## src/rtl/srtf_pkg.sv

```systemverilog
package srtf_pkg;

  localparam int MAX_PROCS = 16;
  localparam int SLOT_W    = $clog2(MAX_PROCS);
  localparam int TREE_N    = 1 << SLOT_W;

  localparam int ID_W    = 16;
  localparam int BURST_W = 16;
  localparam int TIME_W  = 32;
  localparam int RATIO_W = 24;
  localparam int FRAC_W  = 8;
  localparam int DVD_W   = TIME_W + FRAC_W;

  localparam logic [TIME_W-1:0] TIME_MAX = '1;
  localparam logic [RATIO_W-1:0] RATIO_MAX = '1;

  localparam logic ACT_SUBMIT = 1'b0;
  localparam logic ACT_TICK   = 1'b1;

  localparam logic [1:0] KIND_DONE = 2'd0;
  localparam logic [1:0] KIND_FULL = 2'd1;
  localparam logic [1:0] KIND_ZERO = 2'd2;

  // One candidate in the minimum-search tree.
  typedef struct packed {
    logic               elig;
    logic [BURST_W-1:0] remaining;
    logic [TIME_W-1:0]  arrival;
    logic [ID_W-1:0]    ident;
    logic [SLOT_W-1:0]  slot;
  } key_t;

  // Commands from the controller to the datapath.
  typedef struct packed {
    logic take_in;
    logic sub_write;
    logic sub_reject;
    logic tick;
    logic calc;
    logic div_start;
    logic div_store;
    logic out_load;
  } cmd_t;

  // Status from the datapath to the controller.
  typedef struct packed {
    logic action;
    logic zero_burst;
    logic table_full;
    logic found;
    logic last;
    logic div_done;
    logic out_free;
  } stat_t;

  // The left operand always holds the lower slots, so a full tie keeps it.
  function automatic key_t pick_better(key_t a, key_t b);
    key_t r;
    if (!a.elig) begin
      r = b;
    end else if (!b.elig) begin
      r = a;
    end else if (a.remaining != b.remaining) begin
      r = (a.remaining < b.remaining) ? a : b;
    end else if (a.arrival != b.arrival) begin
      r = (a.arrival < b.arrival) ? a : b;
    end else if (a.ident != b.ident) begin
      r = (a.ident < b.ident) ? a : b;
    end else begin
      r = a;
    end
    return r;
  endfunction

endpackage

```

## src/rtl/srtf_ctrl.sv

```systemverilog
module srtf_ctrl (
  input  logic            clk,
  input  logic            rst,
  input  logic            s_tvalid,
  output logic            s_tready,
  input  srtf_pkg::stat_t stat,
  output srtf_pkg::cmd_t  cmd
);
  import srtf_pkg::*;

  typedef enum logic [2:0] {
    ST_IDLE,
    ST_SUBMIT,
    ST_SEARCH,
    ST_CALC,
    ST_DSTART,
    ST_DIVIDE,
    ST_EMIT
  } state_t;

  localparam int SRCH_W = $clog2(SLOT_W + 1);
  localparam logic [SRCH_W-1:0] SRCH_LAST = SRCH_W'(SLOT_W);

  state_t            state;
  logic [SRCH_W-1:0] srch_cnt;
  logic              accept;
  logic              reject;

  assign accept = s_tvalid && s_tready;
  assign reject = stat.zero_burst || stat.table_full;

  always_comb begin
    cmd            = '0;
    cmd.take_in    = accept;
    cmd.sub_write  = (state == ST_SUBMIT) && !reject;
    cmd.sub_reject = (state == ST_SUBMIT) && reject;
    cmd.tick       = (state == ST_SEARCH) && (srch_cnt == SRCH_LAST);
    cmd.calc       = (state == ST_CALC);
    cmd.div_start  = (state == ST_DSTART);
    cmd.div_store  = (state == ST_DIVIDE) && stat.div_done;
    cmd.out_load   = (state == ST_EMIT) && stat.out_free;
  end

  always_ff @(posedge clk) begin
    if (rst) begin
      state    <= ST_IDLE;
      s_tready <= 1'b1;
      srch_cnt <= '0;
    end else begin
      case (state)
        ST_IDLE: begin
          if (accept) begin
            s_tready <= 1'b0;
            srch_cnt <= '0;
            state    <= (s_tvalid && stat.action == ACT_TICK) ? ST_SEARCH : ST_SUBMIT;
          end
        end
        ST_SUBMIT: begin
          if (reject) begin
            state <= ST_EMIT;
          end else begin
            state    <= ST_IDLE;
            s_tready <= 1'b1;
          end
        end
        ST_SEARCH: begin
          // The search waits for every registered level of the tree to settle on the new table.
          if (srch_cnt == SRCH_LAST) begin
            if (stat.found && stat.last) begin
              state <= ST_CALC;
            end else begin
              state    <= ST_IDLE;
              s_tready <= 1'b1;
            end
          end else begin
            srch_cnt <= srch_cnt + 1'b1;
          end
        end
        ST_CALC: begin
          state <= ST_DSTART;
        end
        ST_DSTART: begin
          state <= ST_DIVIDE;
        end
        ST_DIVIDE: begin
          if (stat.div_done) begin
            state <= ST_EMIT;
          end
        end
        ST_EMIT: begin
          if (stat.out_free) begin
            state    <= ST_IDLE;
            s_tready <= 1'b1;
          end
        end
        default: begin
          state    <= ST_IDLE;
          s_tready <= 1'b1;
        end
      endcase
    end
  end

endmodule

```

## config.mk

```make
export PLATFORM = sky130hd
export DESIGN_NAME = srtf_ctrl
export DESIGN_NICKNAME = d
export VERILOG_FILES = /design/src/rtl/srtf_pkg.sv /design/src/rtl/srtf_ctrl.sv
export SDC_FILE = /design/constraint.sdc
export NUM_CORES = 1
export LEC_CHECK = 0
export BUFFER_PORTS_ARGS = -buffer_cell sky130_fd_sc_hd__buf_2
export CAP_MARGIN = 10
export CORE_AREA = 5 5 42 44
export CTS_CLUSTER_SIZE = 28
export DETAILED_ROUTE_END_ITERATION = 10
export DIE_AREA = 0 0 47 49
export GPL_ROUTABILITY_DRIVEN = 1
export GPL_TIMING_DRIVEN = 1
export PLACE_DENSITY = 0.71
export SETUP_SLACK_MARGIN = 0.02
export SYNTH_ARGS = -nofsm -noshare
export SYNTH_HDL_FRONTEND = slang
export SYNTH_SLANG_ARGS = --single-unit
```

## constraint.sdc

```tcl
create_clock -name clk -period 4.3 [get_ports clk]
set_clock_uncertainty 0.2 [all_clocks]
set_input_delay 0.86 -clock clk [delete_from_list [all_inputs] [get_ports clk]]
set_output_delay 0.86 -clock clk [all_outputs]
set_load 0.05 [all_outputs]
```

======== Word-level counts from Yosys, hierarchy flattened ========
Cells that the tools add are included.
operators by class
  add/subtract/negate cells ............... 1
  $mul .................................... 0
  divide/modulo/power cells ............... 0
  magnitude comparators ................... 0
  equal/unequal tests ..................... 14
  shifts and indexed selects .............. 0
  muxes and demuxes ....................... 17
  bitwise gates (word level) .............. 1
  reductions and logical operators ........ 16
operators with widths
  kind                                           count
  2-to-1 mux 3 bit                               7
  case mux 3 bit (7 select lines)                1
  == test 3 bit, second input constant           4
  != test 2 bit, second input constant           6
  logical AND 1 bit                              8
  == test 3 x 2 -> 1 bit, second input constant  2
  case mux 3 bit (2 select lines)                1
  AND reduction 6 bit                            1
  2-to-1 mux 1 bit                               5
  case mux 1 bit (5 select lines)                1
  2-to-1 mux 2 bit                               2
  AND reduction 4 bit                            1
  adder 3 x 1 -> 3 bit, second input constant    1
  == test 3 x 1 -> 1 bit, second input constant  1
  logical NOT 3 bit                              1
  AND reduction 3 bit                            1
  OR reduction 3 bit                             1
  != test 2 x 1 -> 1 bit, second input constant  1
  nonzero test 2 bit                             1
  logical NOT 1 bit                              1
  logical OR 1 bit                               1
  inverter 1 bit                                 1
word-level totals
  flip-flop bits (word level) ............. 7
  latch bits .............................. 0
  bits in writable memories ............... 0
  ROM bits ................................ 0
  input port bits ......................... 10
  output and inout bits ................... 9
  word-level logic and storage cells ...... 52
  memories kept ........................... 0

======== Longest topological paths before layout ========
  depth in word-level cells ............... 4
  mapped depth ............................ 6
  mapped depth without buffers ............ 6

======== Worst setup path after synthesis ========
No wires, ideal clock.
  kind .................................... input-to-output
  start point ............................. in stat[4] in the netlist's numbering
  end point ............................... out cmd[5] in the netlist's numbering
  arrival ................................. 2.052 ns
  required time ........................... 3.240 ns
  setup slack ............................. 1.188 ns
  cell stages on the path ................. 2
  buffers on the path ..................... 0
  cell sequence ........................... nor2_1 > nor3b_1
RTL lines
  what         RTL line        text
  from (decl)  srtf_ctrl.sv:6  input srtf_pkg::stat_t stat,
  to (decl)    srtf_ctrl.sv:7  output srtf_pkg::cmd_t cmd

==> results.md <==
- Status: finished clean
- Comb power frac: 52.6%
- Routed vias: 626
- Drt first pass iters: 3
- Synth Area in Compound Gates: 27.99%
- Seq pwr share: 31.9%
- Area occupied by multi-input gates: 380.4 µm²
- Mapped Area: 585.6 µm²
- Hold Path Class: flop to flop
- Register bit total from synthesis: 7
- Hold_ws: 0.2839 ns
- CTS max path bufs: 2
- Post-Synth XOR/XNOR Area: 0%
- Post-CTS Setup Bufs: 0
- Min Tclk post-route: 2.776 ns
- Mean post-synth cell area: 7.320 µm²
- Cell variety after synth: 32
- Pin count of the biggest net entering global routing: 21
- RSZ-0062 raised after global routing: false
- DR WL/cell: 12.88 µm
- Final Hold Fails: 0
- Initial antenna violation count: 0
- Worst Path Class, Setup: flop to output pin
- Adder-cell share of the synthesized area: 4.274%
- Combinational family with the most area after synthesis: simple AND/OR/NAND/NOR gates
- DR vias/cell: 5.589
- Leakage power: 0.3258 nW
- Grt total ovfl: 0
- I/O Buffers: 18
- Vias in the first global route: 552
- # Max-Cap Violations: 0
- Row cnt: 14
- H-tree depth reported by CTS: 1
- Die area: 2303 µm²
- Core footprint: 1401 µm²
- Relative slew slack: 56.13%
- Slew @ Worst Pin: 0.6571 ns
- Sink Count: 7
- IO Count: 19
- Mux cell area share after synthesis: 1.709%
- Setup TNS Final: 0 ns
- Post_cts resized: 0
- Ys flop type: dfxtp_1
- Layout cells sized above 1: 28.13%
- Syn. warnings: 0
- Peak VDD IR: 0.2960 mV
- Crit path capture type: output pin
- Switching pwr: 0.2207 mW
- Antenna-violating nets left: 0
- CTS tree: built
- Hold buffer count at cts: 0
- Fin crit share: 64.55%
- CP arrival: 1.72 ns
- Max Clk Rate: 360.3 MHz
- Simple-Gate Fraction of Synth Area: 30.98%
- Sequential share of the synthesized area: 23.93%
- EDFF count, synth: 0
- Clock root buffer: clkbuf_4
- HPWL Detailed: 1063 µm
- Syn-to-layout area delta: 16.03%
- Post-Syn Instances: 80
- DRT iter0 DRCs: 4
- Switching portion of total power: 52.38%
- Worst skew pair latency: 0.27 ns
- Finish-stage setup viols: 0
- Pint: 0.2006 mW
- Clock slew at reported path FFs: 0.06 ns
- DRT Wirelength: 1443 µm
- Sequential cell area: 140.1 µm²
- Pwr dens: 620.1 nW/µm²
- Post-route DRC violation count: 0
- GRT Total Usage: 14.44%
- Die height: 49 µm
- GP Congestion: 0.8176
- First-pass GRT wire length: 2435 µm
- Startpoint types: flop
- Max Fanout on Critical Path: 13
- Antenna diodes: 0
- Starting Density: 41.79%
- Power share of the clock group: 15.4%
- Fillers: 152
- Fin nets: 109
- TritonCTS buffer count: 3
- Required @ worst endpoint: 3.24 ns
- Post-Syn Nets: 92
- Max-slew violations: 0
- FFs w/ async S/R, synth: 0%
- Die X-Extent: 47 µm
[metrics by stage]
step / setup WS (ns) / std cells / area (µm²) / util, % / power [mW]
final: 1.524 / 112 / 679.4 / 48.48 / 0.4213
after global routing: 1.405 / 112 / 679.4 / 48.48 / 0.4554
after CTS: 1.539 / 112 / 679.4 / 48.48 / 0.4232
after detailed placement: 1.674 / 108 / 651.9 / 46.52 / 0.3563
after global placement: 1.704 / 108 / 651.9 / 46.52 / 0.3540
after floorplan: 1.188 / 80 / 585.6 / - / 0.3265
[sequential cells by signal, summed over array words and instances, names as in the netlist]
signal and cells:
s_tready 1, state 3, srch_cnt 3
[Yosys cell counts, types with 2 or more instances]
master / instances / area share (%)
nand2_1: 13 / 8.3
dfxtp_1: 7 / 24
a21oi_1: 5 / 4.3
and3_1: 5 / 5.3
nor2_1: 5 / 3.2
o21ai_1: 5 / 4.3
inv_1: 4 / 2.6
nand3_1: 4 / 3.4
nor3_1: 3 / 2.6
a21o_1: 2 / 2.6
buf_2: 2 / 1.7
buf_6: 2 / 3.8
ha_1: 2 / 4.3
nor2b_1: 2 / 2.1
o22ai_1: 2 / 2.1
[critical path: stages, from the launching register on]
cell and delay, ns:
dfxtp_1 0.63, nor2b_1 0.32, nor3b_1 0.21, buf_2 0.29
[kinds of logic (layout without fill, tap and decap cells)]
family	count (synthesis)	count (layout)
muxes	1	1
buffers and inverters	11	27
and+or+nand+nor	36	36
adders and majority gates	2	2
AOI/OAI and AO/OA	23	23
DFF	7	7
[cell usage in the layout (no fill, tap or decap), types with 2 or more instances in the layout]
| cell | count |
|---|---|
| nand3_1 | 4 |
| o21ai_1 | 5 |
| a21oi_1 | 5 |
| nor3_1 | 3 |
| nor2_1 | 5 |
| o22ai_1 | 2 |
| dfxtp_1 | 7 |
| nor2b_1 | 2 |
| ha_1 | 2 |
| a21o_1 | 2 |
| and3_1 | 5 |
| inv_1 | 4 |
| buf_2 | 18 |
| nand2_1 | 13 |
| clkbuf_4 | 3 |
[final cells by class]
class | count | share of cell area (%)
Multi-Input combinational cell | 62 | 55.99
Sequential cell | 7 | 20.63
Timing Repair Buffer | 18 | 13.26
Clock buffer | 3 | 3.315
Inverter | 5 | 3.131
Tap cell | 16 | 2.947
Clock inverter | 1 | 0.7366
[routing by layer]
layer / up-vias / track usage (%) / part of all wire (%)
met5: - / 0 / 0
met4: 0 / 8.295 / 2.8
met3: 5 / 2.214 / 4.0
met2: 12 / 19.46 / 45
met1: 292 / 20.88 / 48
li1: 317 / - / -
[power by group through the flow]
stage	Combinational [mW]	Sequential, mW	Clock (mW)
6_report	0.222	0.135	0.0650
5_1_grt	0.244	0.140	0.0713
4_1_cts	0.223	0.134	0.0668
3_5_place_dp	0.221	0.135	0
3_3_place_gp	0.219	0.135	0
2_1_floorplan	0.213	0.113	0
[final timing paths]
| kind | startpoint | endpoint | slack, ns | cells after the start |
|---|---|---|---|---|
| setup / recovery | state[0] | cmd[5] | 1.52 | 3 |
| hold / removal | srch_cnt[0] | srch_cnt[0] | 0.28 | 2 |
| setup reg to reg | state[1] | state[0] | 2.38 | 4 |
| hold reg to reg | srch_cnt[0] | srch_cnt[0] | 0.28 | 2 |
Power figures use the tool's default switching activity.
